<file path="src/spq_pkg.sv">
// ----------------------------------------------------------------------------
// spq_pkg
// Types and constants shared by the sorted priority queue cells and top level.
// ----------------------------------------------------------------------------
package spq_pkg;

   localparam int DEPTH      = 16;
   localparam int COUNT_BITS = $clog2(DEPTH + 1);

   localparam logic KIND_ENQ = 1'b0;
   localparam logic KIND_DEQ = 1'b1;

   typedef enum logic [1:0] {
      STATUS_OK    = 2'd0,
      STATUS_EMPTY = 2'd1,
      STATUS_FULL  = 2'd2
   } status_type;

   typedef struct packed {
      logic               kind;
      logic signed [31:0] item_data;
      logic signed [15:0] item_priority;
   } req_word_type;

   typedef struct packed {
      logic signed [31:0] head_data;
      logic               head_valid;
      logic [4:0]         entry_count;
      status_type         status;
   } rsp_word_type;

   typedef struct packed {
      logic signed [31:0] data;
      logic signed [15:0] prio;
   } entry_type;

   typedef struct packed {
      logic      ins;
      logic      deq;
      entry_type item;
   } cmd_type;

endpackage

</file>
<file path="src/stable_priority_queue_top.sv">
// A result word is registered and appears in the cycle after its request word is accepted.
// Throughput: one request word per cycle unless stalled; every cell compares
// against the new priority and shifts in the same cycle, setting the rate.
// Request stall rises only while a result word is held and stalled.
// Reset clears the entry count and the result valid; slot contents are not
// cleared and are read only below the entry count.
// ----------------------------------------------------------------------------
// stable_priority_queue_top
// Bounded priority queue as a chain of compare-and-shift cells, highest
// priority at cell 0, first in first out among equal priorities.
// ----------------------------------------------------------------------------
module stable_priority_queue_top
   import spq_pkg::*;
(
   input  logic         clock,
   input  logic         reset,
   input  logic         req_valid,
   output logic         req_stall,
   input  req_word_type req_word,
   output logic         rsp_valid,
   input  logic         rsp_stall,
   output rsp_word_type rsp_word
);

   localparam logic [COUNT_BITS-1:0] COUNT_FULL = COUNT_BITS'(DEPTH);

   logic [COUNT_BITS-1:0] count_ff, count_in;
   logic                  rsp_valid_ff, rsp_valid_in;
   rsp_word_type          rsp_word_ff, rsp_word_in;
   logic                  req_accept;
   logic                  full, empty;
   cmd_type               cmd;

   entry_type cell_ff [DEPTH];
   entry_type cell_in [DEPTH];
   logic      cell_stay [DEPTH];

   assign req_accept = req_valid && !req_stall;
   assign req_stall  = rsp_valid_ff && rsp_stall;
   assign full       = (count_ff == COUNT_FULL);
   assign empty      = (count_ff == '0);

   assign cmd.ins       = req_accept && (req_word.kind == KIND_ENQ) && !full;
   assign cmd.deq       = req_accept && (req_word.kind == KIND_DEQ) && !empty;
   assign cmd.item.data = req_word.item_data;
   assign cmd.item.prio = req_word.item_priority;

   for (genvar i = 0; i < DEPTH; i++) begin : g_cell
      entry_type left_entry, right_entry;
      logic      left_stay;

      if (i == 0) begin : g_first
         assign left_entry = cmd.item;
         assign left_stay  = 1'b1;
      end else begin : g_mid
         assign left_entry = cell_ff[i-1];
         assign left_stay  = cell_stay[i-1];
      end

      if (i == DEPTH - 1) begin : g_last
         assign right_entry = cell_ff[i];
      end else begin : g_inner
         assign right_entry = cell_ff[i+1];
      end

      spq_cell u_cell (
         .clock       (clock),
         .cmd         (cmd),
         .occupied    (count_ff > COUNT_BITS'(i)),
         .left_entry  (left_entry),
         .left_stay   (left_stay),
         .right_entry (right_entry),
         .entry_ff    (cell_ff[i]),
         .entry_in    (cell_in[i]),
         .stay        (cell_stay[i])
      );
   end

   always_comb begin
      count_in = count_ff;
      priority if (cmd.ins) begin
         count_in = count_ff + COUNT_BITS'(1);
      end else if (cmd.deq) begin
         count_in = count_ff - COUNT_BITS'(1);
      end else begin
         count_in = count_ff;
      end
   end

   always_comb begin
      rsp_word_in.head_valid  = (count_in != '0);
      rsp_word_in.head_data   = (count_in != '0) ? cell_in[0].data : '0;
      rsp_word_in.entry_count = 5'(count_in);
      priority if (req_word.kind == KIND_ENQ && full) begin
         rsp_word_in.status = STATUS_FULL;
      end else if (req_word.kind == KIND_DEQ && empty) begin
         rsp_word_in.status = STATUS_EMPTY;
      end else begin
         rsp_word_in.status = STATUS_OK;
      end
   end

   assign rsp_valid_in = req_accept || (rsp_valid_ff && rsp_stall);

   always_ff @(posedge clock) begin
      if (reset) begin
         count_ff     <= '0;
         rsp_valid_ff <= 1'b0;
      end else begin
         count_ff     <= count_in;
         rsp_valid_ff <= rsp_valid_in;
      end
   end

   always_ff @(posedge clock) begin
      if (req_accept) begin
         rsp_word_ff <= rsp_word_in;
      end
   end

   assign rsp_valid = rsp_valid_ff;
   assign rsp_word  = rsp_word_ff;

   a_count_bound: assert property (@(posedge clock) disable iff (reset)
      count_ff <= COUNT_FULL)
      else $error("entry count above depth");

   a_full_holds: assert property (@(posedge clock) disable iff (reset)
      req_accept && req_word.kind == KIND_ENQ && full |=> count_ff == COUNT_FULL)
      else $error("enqueue on full queue changed the count");

   a_deq_count: assert property (@(posedge clock) disable iff (reset)
      req_accept && req_word.kind == KIND_DEQ && !empty
      |=> count_ff == $past(count_ff) - COUNT_BITS'(1))
      else $error("dequeue did not drop one entry");

   a_rsp_valid_flag: assert property (@(posedge clock) disable iff (reset)
      rsp_valid_ff |-> rsp_word_ff.head_valid == (rsp_word_ff.entry_count != 5'd0))
      else $error("head valid disagrees with entry count");

   a_rsp_after_accept: assert property (@(posedge clock) disable iff (reset)
      req_accept |=> rsp_valid_ff && rsp_word_ff.entry_count == 5'(count_ff))
      else $error("result word missing or count mismatch");

endmodule

</file>
<file path="src/spq_cell.sv">
// ----------------------------------------------------------------------------
// spq_cell
// One slot of the sorted chain: keep, take the new entry, or shift from a
// neighbor, based on the command, its own compare and the left neighbor's compare.
// ----------------------------------------------------------------------------
module spq_cell
   import spq_pkg::*;
(
   input  logic      clock,
   input  cmd_type   cmd,
   input  logic      occupied,
   input  entry_type left_entry,
   input  logic      left_stay,
   input  entry_type right_entry,
   output entry_type entry_ff,
   output entry_type entry_in,
   output logic      stay
);

   assign stay = occupied && (entry_ff.prio >= cmd.item.prio);

   always_comb begin
      entry_in = entry_ff;
      priority if (cmd.ins) begin
         if (!stay) begin
            entry_in = left_stay ? cmd.item : left_entry;
         end
      end else if (cmd.deq) begin
         entry_in = right_entry;
      end else begin
         entry_in = entry_ff;
      end
   end

   always_ff @(posedge clock) begin
      entry_ff <= entry_in;
   end

endmodule
</file>
<file path="config.mk">
export PLATFORM = sky130hd
export DESIGN_NAME = stable_priority_queue_top
export DESIGN_NICKNAME = d
export VERILOG_FILES = /design/src/spq_pkg.sv /design/src/stable_priority_queue_top.sv /design/src/spq_cell.sv
export SDC_FILE = /design/constraint.sdc
export NUM_CORES = 2
export LEC_CHECK = 0
export ABC_AREA = 1
export BUFFER_PORTS_ARGS = -buffer_cell sky130_fd_sc_hd__buf_4
export CORE_MARGIN = 2
export CORE_UTILIZATION = 33
export CTS_BUF_LIST = sky130_fd_sc_hd__clkbuf_8
export DETAILED_ROUTE_END_ITERATION = 6
export HOLD_SLACK_MARGIN = 0.12
export SLEW_MARGIN = 20
export SYNTH_ARGS = -nofsm -noshare
export SYNTH_HDL_FRONTEND = slang
export SYNTH_SLANG_ARGS = --single-unit
</file>
<file path="constraint.sdc">
create_clock -name clock -period 10.7 [get_ports clock]
set_input_delay 1.07 -clock clock [delete_from_list [all_inputs] [get_ports clock]]
set_output_delay 1.07 -clock clock [all_outputs]
set_load 0.02 [all_outputs]
</file>
# --- Word-level counts from Yosys, hierarchy flattened ---
# Cells that the tools add are included.
totals:
  reg_bits: 814
  output_inout_bits: 42
  wordCells: 200
  input_bits: 53
classes:
  bitwise_logic: 2
  magnitude_cmp: 32
  n_mux: 63
  reduce_logical: 47
  addsub: 2
  eq_ne: 16
op_table:
  columns: ["op", "n"]
  rows:
  - ["$mux 48", 60]
  - ["$ge 16x16->1", 16]
  - ["$gt 5x4->1 const B", 8]
  - ["$reduce_and 2->1", 16]
  - ["$ne 2x2->1 const B", 15]
  - ["$logic_and 1x1->1", 24]
  - ["$gt 5x3->1 const B", 4]
  - ["$gt 5x1->1 const B", 2]
  - ["$gt 5x2->1 const B", 2]
  - ["$mux 5", 2]
  - ["$add 5x1->5 const B", 1]
  - ["$eq 5x5->1 const B", 1]
  - ["$logic_not 5->1", 1]
  - ["$reduce_bool 5->1", 1]
  - ["$sub 5x1->5 const B", 1]
  - ["$logic_not 1->1", 3]
  - ["$not 1->1", 2]
  - ["$reduce_bool 2->1", 1]
  - ["$logic_or 1x1->1", 1]
  - ["$mux 1", 1]

# --- Logic depth before layout (Yosys ltp) ---
depth:
  ltp_word: 8
  ltp_mapped: 18

# --- Modules after synthesis ---
# From an unflattened synthesis, not the netlist that was laid out.
hier_totals:
  cells_unflattened: 9402
  area_unflattened_um2: 60043.8
modules_own_cells:
  columns: ["mod", "n_inst", "area_per_inst_um2", "seq_area_each_um2", "cells_each"]
  rows:
  - ["spq_cell", 16, 3595.9, 960.9, 573]
  - ["stable_priority_queue_top", 1, 2508.7, 1321.3, 234]

# --- Least setup slack after synthesis ---
# Ideal clock, no wire load.
synth_path:
  kind: "input to register"
  from: "input port req_word[15] in the netlist's numbering"
  to: "register g_cell[15].u_cell.entry_ff[0] in the netlist's numbering, enable pin"
  path_slack_ns: 5.076
  setup_time_ns: 0.483
  t_arrival_ns: 5.141
  path_stages: 10
  cell_sequence: "inv_1 clkbuf_1 ha_1 a21oi_1 o21ai_0 nor2_1 nand2_1 nand2_1 nand3_1 a31oi_1"
synth_via:
  elab_chain_len: 4
synth_rtl:
  columns: ["element", "line_no", "text"]
  rows:
  - ["from (decl)", "stable_priority_queue_top.sv:19", "input req_word_type req_word,"]
  - ["$ge 16x16->1", "spq_cell.sv:20", "assign stay = occupied && (entry_ff.prio >= cmd.item.prio);"]
  - ["$logic_and 1x1->1", "spq_cell.sv:20", null]
  - ["$not 1->1 (no line)", null, null]
  - ["$reduce_and 2->1 (no line)", null, null]
  - ["to (signal assigned)", "spq_cell.sv:36", "entry_ff <= entry_in;"]
  - ["to (decl)", "spq_cell.sv:15", "output entry_type entry_ff,"]
# No other way between the ends.
# A chain may end at the register's enable or synchronous reset.

# --- Final worst setup path ---
layout_path:
  from: "register count_ff[1]"
  to: "register g_cell[8].u_cell.entry_ff[5] in the netlist's numbering, enable pin"
layout_via:
  elab_chain_len: 5
  word_cells_on_any_way: 11
layout_rtl:
  columns: ["element", "line_no", "text"]
  rows:
  - ["from (decl)", "stable_priority_queue_top.sv:27", "logic [COUNT_BITS-1:0] count_ff, count_in;"]
  - ["from (signal assigned)", "stable_priority_queue_top.sv:110", "count_ff <= count_in;"]
  - ["parallel branches: the longest is 4 deep, another holds $gt 5x4->1", null, null]
  - ["$reduce_and 2->1 (no line) *", null, null]
  - ["to (signal assigned)", "spq_cell.sv:36", null]
  - ["to (decl)", "spq_cell.sv:15", null]
# Every way passes the cells marked *.

==> results.md <==
* Status: completed
* DRC Markers at 0
* RSZ-0062 raised after global routing: false
* Initial Util at 0.3316
* Io pins at 95
* Clock Tree Buf Depth at 3
* DRT Pass-1 Iters at 6
* Global-route wire length before repair at 262.1 mm
* Simple-gate share of the synthesized area at 0.3305
* Syn Inst Count at 6,655
* Num rows at 144
* Clk_lat worst skew at 0.90 ns
* YS warnings at 0
* Number of setup violations in the final report at 0
* Startpoint class of the critical path: flip-flop
* Crit Path Max Fanout at 114
* Netlist cell types at 35
* Vias in the first global route at 43,000
* Worst setup path class: flip-flop to flip-flop
* Leading area contributor after synthesis: edfxtp_1
* Layout cells sized above 1 at 0.06411
* Slew Viols, Final at 0
* WL/cell at 19.61 um
* Global route overflow at 0
* Root Driver: clkbuf_8
* Crit path DAT at 5.42 ns
* Post-Syn Area at 50,960 um2
* Post-synthesis mux area share at 0
* Part of the power in registers at 0.456
* Horiz. Die Dim at 397.0 um
* Initial antenna violation count at 3
* DRT iter0 DRCs at 5,073
* Total leakage power at 26.88 nW
* Setup TNS Final at 0 ns
* Synthesis-stage register bit count at 814
* Pin count of the biggest net entering global routing at 185
* Resized Gates After CTS at 0
* Max cap viols at 0
* R2R setup slack at 5.77 ns
* Setup crit end kind: flip-flop
* Worst EP required at 11.20 ns
* Post-Synth Adder-Cell Area at 0.06408
* Nets at 6,852
* Worst VDD drop at 0.1379 mV
* Worst Reg-to-Reg Cells at 11
* Via count at 45,040
* Combinational Power Share at 0.257
* Layout area overhead at 9.739%
* Reg2reg end: g_cell[8].u_cell.entry_ff[5]
* Inserted Clock Buffers at 146
* Final hold vios at 0
* Via density at 5.183
* Hold Path Stages at 2
* Reg clk slew, reported paths at 0.06 ns
* Detailed-route wire length at 170.4 mm
* Clk sinks at 814
* Final worst-path cycle share at 0.4605
* Gpl congestion at 0.8960
* Hold path startpoint: reset
* Max Clock Freq at 203.0 MHz
* Sequential area share after synthesis at 0.4722
* Hold EP: count_ff[4]
* Internal power at 0.006086 W
* DPL Wire Length at 109.7 mm
* Die ar. at 157,600 um2
* CTS tree: built
* Core ar. at 153,700 um2
* Synth top area cells: edfxtp_1 (46%), nand2_1 (17%), nand3_1 (14%)
* Synthesized Nets at 6,969
* XOR/XNOR Fraction of Synth Area at 0.0005156
* Net switching power at 0.003425 W
* Skew final at 0.06506 ns
* DIE HEIGHT at 397.0 um
* H-tree levels at 4
* Setup Buffers After CTS at 0
* Worst Tran Pin Value at 1.107 ns
* Hold_buf cts at 0
* Overall power at 0.009510 W
* Yosys top cell area share at 0.4572
* Synth Area in Compound Gates at 0.03248
* Pwr dens at 170.1 nW/um2
* Final Critical Period at 4.927 ns
* Hold Crit Class: input port to flip-flop
* Largest family of logic cells by synthesized area: simple AND/OR/NAND/NOR gates
* Clock share of power at 0.287
* Slew HR at 0.2592
* Antenna-violating nets left at 0
* Syn avg cell area at 7.658 um2
* IO buf count at 94
* GRT Total Usage at 0.2118
* Reg2reg start: count_ff[1]
* Sw frac at 0.3601
==> critical path, cell delays in order, from the launching register on <==
cell and delay, ns:
dfxtp_1 0.54, inv_1 0.18, ha_1 0.21, inv_1 0.10
nor3_4 0.06, nand2_1 0.14, nand2_4 0.45, inv_8 0.79
buf_4 0.87, nand2_1 0.15, nand2_2 0.28, buf_4 0.62
==> worst max-delay path by stage <==
stage / end / startpoint / slack, ns / depth (start not counted)
final: g_cell[8].u_cell.entry_ff[5] / count_ff[1] / 5.77 / 11
after floorplan: g_cell[15].u_cell.entry_ff[0] / req_word[15] / 5.08 / 10
after CTS: g_cell[8].u_cell.entry_ff[5] / count_ff[1] / 5.87 / 11
after detailed placement: g_cell[1].u_cell.entry_ff[20] / req_word[15] / 4.92 / 19
after global placement: g_cell[3].u_cell.entry_ff[28] / req_word[14] / 4.93 / 16
after global routing: g_cell[1].u_cell.entry_ff[19] / req_word[15] / 5.42 / 19
==> metal layers <==
layer / track usage / wire [um] / share of wire / vias to the layer above
li1: - / - / - / 21570
met1: 0.3022 / 76780 / 0.45 / 21200
met2: 0.3234 / 74040 / 0.43 / 1974
met3: 0.03788 / 14790 / 0.087 / 295
met4: 0.06905 / 4815 / 0.028 / 0
met5: 0 / 0 / 0 / -
==> final cells by class <==
cell class	count	area [um2]
Clock inverter	102	450.4
Antenna cell	1	2.502
Timing Repair Buffer	183	1419
Inverter	864	3251
Fill cell	16100	97760
Tap cell	2044	2557
Clock buffer	153	2106
Multi-Input combinational cell	4529	22080
Sequential cell	814	24060
==> kinds of logic after synthesis <==
kind of cell | after synthesis
AO/OA/AOI/OAI | 310
XOR/XNOR | 3
AND/OR/NAND/NOR | 3955
buffers and inverters | 1312
flip-flops | 814
adder cells (fa/ha/maj) | 261
==> layout by cell type, fill, tap and decap left out, types with 29 or more instances in the layout <==
cell and instances:
nor2_1 82, clkinv_1 31, nand3_1 1443, clkbuf_8 153, edfxtp_1 776, o21ai_0 103, nand2_2 29, nand4_1 40
ha_1 261, a21oi_1 136, nand2_1 2320, o22ai_1 49, dfxtp_1 38, inv_1 911, buf_4 180
==> synth_stat cells, drive strengths merged <==
cell,number
o21a,2
o211ai,1
dfxtp,38
a31oi,3
nand2b,2
edfxtp,776
nor2,82
nand3,1458
o21ai,115
o31ai,1
and2,2
xor2,3
inv,864
ha,261
buf,193
o31a,1
nand2,2354
a21o,1
clkbuf,255
a21oi,137
nand4,40
nand3b,1
nor3,16
o22ai,49
==> power groups by stage <==
stage | Clock [W] | Sequential [W] | Combinational, W
final | 0.00273 | 0.00434 | 0.00244
after global routing | 0.00290 | 0.00438 | 0.00274
after CTS | 0.00279 | 0.00433 | 0.00243
after detailed placement | 0 | 0.00439 | 0.00242
after global placement | 0 | 0.00439 | 0.00237
after floorplan | 0 | 0.00435 | 0.00162
==> registers in the layout, summed over array words and instances, names as in the netlist <==
| signal | count |
|---|---|
| rsp_valid | 1 |
| count_ff | 5 |
| rsp_word | 40 |
| g_cell.u_cell.entry_ff | 768 |
==> per-stage QoR <==
stage / std cells / hold WS, ns / worst slack, ns / area [um2] / utilization
2_1_floorplan: 6655 / 0.4947 / 5.076 / 50960 / -
3_3_place_gp: 8433 / 0.5039 / 4.929 / 53330 / 0.3470
3_5_place_dp: 8434 / 0.5069 / 4.924 / 53370 / 0.3472
4_1_cts: 8689 / 0.3206 / 5.871 / 55920 / 0.3639
5_1_grt: 8690 / 0.3628 / 5.417 / 55930 / 0.3639
6_report: 8690 / 0.4018 / 5.773 / 55930 / 0.3639
Note: power is estimated with default switching activity, not from simulation.
